<file path="src/sv/ssd_pkg.sv">
// Shared constants and types for the SRRIP set-dueling replacement block.
package ssd_pkg;

  // Cache geometry (sets and ways are powers of two)
  localparam int NUM_SETS      = 2048;
  localparam int NUM_WAYS      = 16;
  localparam int LEADER_SETS   = 32;
  localparam int SELECTOR_BITS = 10;

  localparam int SET_W   = $clog2(NUM_SETS);
  localparam int WAY_W   = $clog2(NUM_WAYS);
  localparam int RRPV_W  = 2;
  localparam int ROW_W   = NUM_WAYS * RRPV_W;
  localparam int ADDR_W  = 48;
  localparam int DELTA_W = ADDR_W + 1;
  localparam int CONF_W  = 2;

  // Fixed payload widths of the channels
  localparam int SET_IN_W = 11;
  localparam int WAY_IN_W = 4;

  // Re-reference values
  localparam logic [RRPV_W-1:0] RRPV_NEAR    = 2'd0;
  localparam logic [RRPV_W-1:0] RRPV_START   = 2'd2;
  localparam logic [RRPV_W-1:0] RRPV_DISTANT = 2'd3;

  localparam logic [CONF_W-1:0] CONF_MAX    = 2'd3;
  localparam logic [CONF_W-1:0] CONF_STREAM = 2'd2;

  localparam logic [SELECTOR_BITS-1:0] SEL_MID = SELECTOR_BITS'(1 << (SELECTOR_BITS - 1));
  localparam logic [SELECTOR_BITS-1:0] SEL_MAX = {SELECTOR_BITS{1'b1}};

  // Operation codes
  localparam logic OP_VICTIM = 1'b0;
  localparam logic OP_UPDATE = 1'b1;

  // Per-set stride detector entry
  typedef struct packed {
    logic [ADDR_W-1:0]         prior_address;
    logic signed [DELTA_W-1:0] prior_delta;
    logic [CONF_W-1:0]         confidence;
  } det_t;

  localparam int DET_W = $bits(det_t);

endpackage

</file>
<file path="src/sv/ssd_victim.sv">
// Victim selection and aging over one set's re-reference row.
module ssd_victim (
  input  logic [ssd_pkg::ROW_W-1:0] row,
  output logic [ssd_pkg::WAY_W-1:0] pick,
  output logic [ssd_pkg::ROW_W-1:0] aged_row
);

  logic [ssd_pkg::NUM_WAYS-1:0] eq3, eq2, eq1, match;
  logic [ssd_pkg::RRPV_W-1:0]   top;
  logic [ssd_pkg::RRPV_W-1:0]   age;

  // Per-way value decode
  always_comb begin
    for (int w = 0; w < ssd_pkg::NUM_WAYS; w++) begin
      eq3[w] = row[w*ssd_pkg::RRPV_W +: ssd_pkg::RRPV_W] == 2'd3;
      eq2[w] = row[w*ssd_pkg::RRPV_W +: ssd_pkg::RRPV_W] == 2'd2;
      eq1[w] = row[w*ssd_pkg::RRPV_W +: ssd_pkg::RRPV_W] == 2'd1;
    end
  end

  // Largest value present, and the ways holding it
  always_comb begin
    if (|eq3) begin
      top   = 2'd3;
      match = eq3;
    end else if (|eq2) begin
      top   = 2'd2;
      match = eq2;
    end else if (|eq1) begin
      top   = 2'd1;
      match = eq1;
    end else begin
      top   = 2'd0;
      match = '1;
    end
  end

  // Lowest matching way
  always_comb begin
    pick = '0;
    for (int w = ssd_pkg::NUM_WAYS - 1; w >= 0; w--) begin
      if (match[w]) pick = ssd_pkg::WAY_W'(w);
    end
  end

  // Age every way so the largest lands on distant
  assign age = ssd_pkg::RRPV_DISTANT - top;

  always_comb begin
    for (int w = 0; w < ssd_pkg::NUM_WAYS; w++) begin
      aged_row[w*ssd_pkg::RRPV_W +: ssd_pkg::RRPV_W] =
        row[w*ssd_pkg::RRPV_W +: ssd_pkg::RRPV_W] + age;
    end
  end

endmodule

</file>
<file path="config.mk">
export PLATFORM = sky130hd
export DESIGN_NAME = ssd_victim
export DESIGN_NICKNAME = d
export VERILOG_FILES = /design/src/sv/ssd_pkg.sv /design/src/sv/ssd_victim.sv
export SDC_FILE = /design/constraint.sdc
export NUM_CORES = 1
export LEC_CHECK = 0
export BUFFER_PORTS_ARGS = -buffer_cell sky130_fd_sc_hd__buf_4
export CELL_PAD_IN_SITES_DETAIL_PLACEMENT = 1
export CELL_PAD_IN_SITES_GLOBAL_PLACEMENT = 1
export CORE_MARGIN = 4
export CORE_UTILIZATION = 37
export DETAILED_ROUTE_END_ITERATION = 7
export PLACE_DENSITY_LB_ADDON = 0.1
export SLEW_MARGIN = 20
export SYNTH_ARGS = -nofsm -noshare
export SYNTH_HDL_FRONTEND = slang
export SYNTH_SLANG_ARGS = --single-unit
</file>
<file path="constraint.sdc">
create_clock -name vclk -period 7.47
set_input_delay 1.494 -clock vclk [all_inputs]
set_output_delay 1.494 -clock vclk [all_outputs]
set_load 0.02 [all_outputs]
</file>
==> reports/metrics.csv, run 1 <==
stage;metric;value;unit
run_status;outcome;finished, final reports clean;
synthesis;synth.most_common_cell;xnor2_1;
synthesis;ys_seq_area_share;0;%
synthesis;avgSynthCellArea;7.60;um2
global_routing;grt_overflow;0;
die;coreArea;0.00366;mm2
power;p_clk_share;0;%
sta;hold_viol;0;
die;die_area;0.00485;mm2
critical_path;crit_family;simple AND/OR/NAND/NOR gates;
sta;setup_ws;1.36;ns
finish;fillers;479;
sta;relSlewSlack;47.0;%
detailed_routing;vias;1624;
critical_path;path_cells;buf_4, a22oi_1, nand3_1, or4_4, nor3_4, buf_4, o21ai_0, nand2_2, nor2_1, o31a_1, o22ai_2, buf_4;
place;finalWeightedCongestion;0.876;
critical_path;worstPathRequired;5.98;ns
die;std_cell_rows;22;
die;die_h;69.6;um
sta;tightest_slew;0.793;ns
detailed_routing;drc;0;
power;comb_power_share;100.0;%
power;switching_share;53.7;%
clock_tree;post_cts_buffers;0;
place;place_ws;1.35;ns
detailed_routing;drt-pass1-iter-count;4;
sta;rsz0062_at_grt;no;
job;cap_violations;0;
critical_path;start_kind;input port;
clock_tree;hold_buffers;0;
critical_path;cp_max_fo;15;
power;power;0.114;mW
critical_path;worst_path_most_repeated_cell;buf_4;
finish;nNetsFinal;298;
hold_path;min_path_type;input port to output port;
power;switchingPower;0.0613;mW
critical_path;cp-end-kind;output port;
critical_path;slowest_stage;nor3_4;
global_routing;grt_max_degree;16;
critical_path;arrival;4.62;ns
finish;syn2layout_area_growth;37.7;%
synthesis;netlist_area;0.00141;mm2
sta;max_freq;164;MHz
place;dp_cells;296;
synthesis;yosys_warnings;0;
sta;finalMaxSlewViolations;0;
finish;diodes;0;
detailed_routing;drt-wirelength-per-cell;16.2;um
clock_tree;post_cts_resized;0;
synthesis;yosysTopAreaCellShare;19.9;%
sta;holdWs;3.35;ns
die;initial_utilization;38.4;%
global_routing;grt_pass1_wl;7940;um
global_routing;track_usage;19.1;%
critical_path;crit_buf_inv;3;
finish;ff_latch_area;0;um2
synthesis;synth_largest_area_cell;xnor2_1;
power;seqPwrFrac;0;%
global_routing;antenna_found_initial;0;
critical_path;critPathKind;input port to output port;
finish;clkbuf_count;0;
synthesis;ys_top_cells_by_count;xnor2_1 (32), ha_1 (16), nand2_1 (15);
place;dpl.hpwl;4010;um
finish;seq_cells;0;
finish;stdcell_count;296;
synthesis;ys_types;48;
power;p_per_area;59.0;mW/mm2
critical_path;cpPeakStageDelay;0.71;ns
detailed_routing;drt_iter0_markers;135;
power;ir_drop;29.2;uV
power;internal_power;0.0529;mW
global_routing;grt_pass1_vias;1668;
power;p_leak;0.872;nW
detailed_routing;viasPerCell;5.49;
finish;drive_above_1_share;36.3;%
sta;setup_viol;0;
finish;multiInputGateArea;0.00132;mm2
die;io_pins;68;
sta;tns;0;ns
sta;fin_crit_sh;81.9;%
die;dieWidth;69.6;um
place;port_buffers;68;
synthesis;syn_inst;185;
sta;period_needed;6.11;ns
detailed_routing;totalWireLength;4790;um
synthesis;syn_nets;233;
detailed_routing;ant_nets;0;
synthesis;yosys-top-cells-area;xnor2_1 (20%), ha_1 (14%), a22oi_1 (5.9%), nand2_1 (4.0%), nor2b_1 (4.0%);
## routing by layer
metal	vias up	wire length [um]	share of wire (%)	track usage, %
li1	809	-	-	-
met2	51	2330	49	34.5
met5	-	0	0	0
met3	6	244	5.1	1.30
met1	758	2170	45	25.4
met4	0	46	0.96	2.34
## area by class of cell
class / instances / area share [%]
Tap cell: 48 / 3.10
Multi-Input combinational cell: 171 / 68.4
Inverter: 7 / 1.36
Timing Repair Buffer: 70 / 27.2
## cell usage in the layout (no fill, tap or decap), drive strengths merged, types with 3 or more instances in the layout
| cell | Yosys | routed |
|---|---|---|
| nand2b | 7 | 7 |
| a21o | 3 | 3 |
| inv | 7 | 7 |
| a2111o | 3 | 3 |
| a21oi | 6 | 6 |
| buf | 6 | 70 |
| o22ai | 3 | 3 |
| a2bb2oi | 3 | 3 |
| o21ai | 9 | 9 |
| xnor2 | 32 | 32 |
| a22oi | 12 | 12 |
| ha | 16 | 16 |
| nor2b | 9 | 9 |
| o22a | 4 | 4 |
| nor2 | 12 | 12 |
| or2b | 7 | 7 |
| nand2 | 16 | 16 |
| o2111ai | 4 | 4 |
## power by group through the flow
stage	Sequential [mW]	Combinational (mW)	Clock (mW)
2_1_floorplan	0	0.0649	0
3_3_place_gp	0	0.114	0
3_5_place_dp	0	0.114	0
4_1_cts	0	0.115	0
5_1_grt	0	0.125	0
6_report	0	0.114	0
## worst paths after layout
path	startpoint	slack (ns)	endpoint	depth (start not counted)
worst max-delay path	row[24]	1.36	pick[0]	12
worst min-delay path	row[8]	3.35	aged_row[8]	3
## per-stage QoR
stage	cell area (um2)	utilization [%]
floorplan	1410	-
global placement	1930	52.8
detailed placement	1930	52.8
CTS	1930	52.8
global route	1930	52.8
finish	1930	52.8
## logic make-up (layout without fill, tap and decap cells)
kind of cell               Yosys count  count (layout)  synth area share [%]
and+or+nand+nor                     65              65                  27.7
AOI/OAI and AO/OA                   57              57                  31.1
muxes                                1               1                 0.712
adders and majority gates           16              16                  14.2
xor gates and xnor gates            32              32                  19.9
buffers and inverters               14              77                  6.32
No activity file was read; power rests on OpenSTA's default activity.
==> run 2: changes to the inputs <==
--- a/config.mk
+++ b/config.mk
@@ -9,7 +9,7 @@
 export CELL_PAD_IN_SITES_DETAIL_PLACEMENT = 1
 export CELL_PAD_IN_SITES_GLOBAL_PLACEMENT = 1
 export CORE_MARGIN = 4
-export CORE_UTILIZATION = 37
+export CORE_UTILIZATION = 31
 export DETAILED_ROUTE_END_ITERATION = 7
 export PLACE_DENSITY_LB_ADDON = 0.1
 export SLEW_MARGIN = 20
==> constraint.sdc (replaced) <==
create_clock -name vclk -period 5.5
set_input_delay 1.1 -clock vclk [all_inputs]
set_output_delay 1.1 -clock vclk [all_outputs]
set_load 0.02 [all_outputs]
==> reports/metrics.csv, run 2 (synthesized netlist as in run 1, its figures left out) <==
stage;metric;value;unit;change
run_status;outcome;finished, final reports clean;;
hold_path;min_path_type;input port to output port;;
critical_path;cp-end-kind;output port;;
sta;setup_viol;0;;unchanged
critical_path;worstPathRequired;4.40;ns;-1.58 ns
finish;seq_cells;0;;unchanged
finish;drive_above_1_share;37.5;%;+1.3 points
detailed_routing;ant_nets;0;;unchanged
critical_path;cp-endpoint;pick[0];;
critical_path;start_kind;input port;;
place;dpl.hpwl;4280;um;+6.7%
detailed_routing;vias;1669;;+2.8%
finish;nNetsFinal;303;;+1.7%
global_routing;grt_overflow;0;;unchanged
global_routing;grt_pass1_wl;7920;um;-0.25%
clock_tree;post_cts_resized;0;;unchanged
power;p_leak;0.899;nW;+3.1%
die;die_h;75.3;um;+8.2%
place;finalWeightedCongestion;0.929;;+6.0%
sta;fin_crit_sh;91.7;%;
detailed_routing;drt-pass1-iter-count;4;;unchanged
critical_path;arrival;3.94;ns;-0.68 ns
sta;relSlewSlack;58.1;%;+11 points
critical_path;cp_max_fo;12;;-3
detailed_routing;drt_iter0_markers;72;;-47%
detailed_routing;totalWireLength;5080;um;+6.0%
sta;max_freq;198;MHz;
detailed_routing;drt-wirelength-per-cell;16.7;um;+2.8%
clock_tree;post_cts_buffers;0;;unchanged
sta;tightest_slew;0.627;ns;-0.166 ns
die;die_area;0.00567;mm2;+17%
die;std_cell_rows;24;;+9.1%
critical_path;crit_start;row[24];;
sta;hold_viol;0;;unchanged
power;ir_drop;33.5;uV;+15%
sta;period_needed;5.04;ns;
die;io_pins;68;;unchanged
sta;rsz0062_at_grt;no;;
global_routing;grt_max_degree;17;;+1
die;dieWidth;75.3;um;+8.2%
global_routing;antenna_found_initial;0;;unchanged
global_routing;track_usage;17.5;%;-1.6 points
finish;clkbuf_count;0;;unchanged
critical_path;critPathKind;input port to output port;;
power;p_per_area;79.4;mW/mm2;+34%
finish;fin_area;0.00198;mm2;+2.2%
global_routing;grt_pass1_vias;1618;;-3.0%
die;initial_utilization;32.0;%;-6.3 points
sta;tns;0;ns;unchanged
job;cap_violations;0;;unchanged
finish;final_cell_mix;buf_4 (75), xnor2_1 (32), ha_1 (16);;
detailed_routing;viasPerCell;5.47;;-0.26%
finish;layout_commonest_cell;buf_4;;
finish;ff_latch_area;0;um2;unchanged
place;port_buffers;68;;unchanged
clock_tree;hold_buffers;0;;unchanged
die;coreArea;0.00438;mm2;+20%
finish;syn2layout_area_growth;40.7;%;
finish;diodes;0;;unchanged
detailed_routing;drc;0;;unchanged
place;place_area;0.00198;mm2;+2.2%
sta;finalMaxSlewViolations;0;;unchanged
hold_path;hold_start;row[24];;
[run 2: final cells by class]
cell class	count	area [um2]
Multi-Input combinational cell	171	1320
Timing Repair Buffer	75	563
Tap cell	52	65.1
Fill cell	549	2410
Inverter	7	26.3
[run 2: worst min path at each step]
| stage | end | slack (ns) | cells after the start |
|---|---|---|---|
| 3_5_place_dp | aged_row[24] | 2.56 | 3 |
| 5_1_grt | aged_row[12] | 2.58 | 3 |
| 4_1_cts | aged_row[24] | 2.56 | 3 |
| 2_1_floorplan | aged_row[0] | 2.41 | 1 |
| 3_3_place_gp | aged_row[24] | 2.56 | 3 |
| 6_report | aged_row[24] | 2.56 | 3 |
[run 2: per-layer routing]
metal | up-vias | track usage [%] | part of all wire, % | wire length [um]
met4 | 0 | 1.55 | 0.45 | 23
li1 | 822 | - | - | -
met1 | 803 | 23.7 | 46 | 2310
met2 | 42 | 31.8 | 50 | 2530
met3 | 2 | 0.660 | 4.2 | 213
met5 | - | 0 | 0 | 0
[run 2: report_power, final]
| part | total (mW) | switching [mW] | internal [mW] |
|---|---|---|---|
| combinational | 0.157 | 0.0842 | 0.0728 |
| sequential | 0 | 0 | 0 |
| clock | 0 | 0 | 0 |
[run 2: per-stage QoR]
stage	worst slack, ns	util, %	power [mW]	cells	hold WS [ns]
after global routing	0.267	45.1	0.171	305	2.58
after floorplan	1.02	-	0.0881	185	2.41
after detailed placement	0.496	45.1	0.158	305	2.56
final	0.456	45.1	0.157	305	2.56
after global placement	0.442	45.1	0.158	305	2.56
after CTS	0.481	45.1	0.158	305	2.56
[run 2: worst max-delay path, cell delays in order]
cell	delay (ns)
buf_4	0.12
a22oi_1	0.17
nand3_1	0.15
or4_4	0.67
nor3_4	0.59
o22ai_1	0.28
o211ai_1	0.19
a211oi_1	0.11
o31a_1	0.26
o22ai_2	0.14
buf_4	0.16
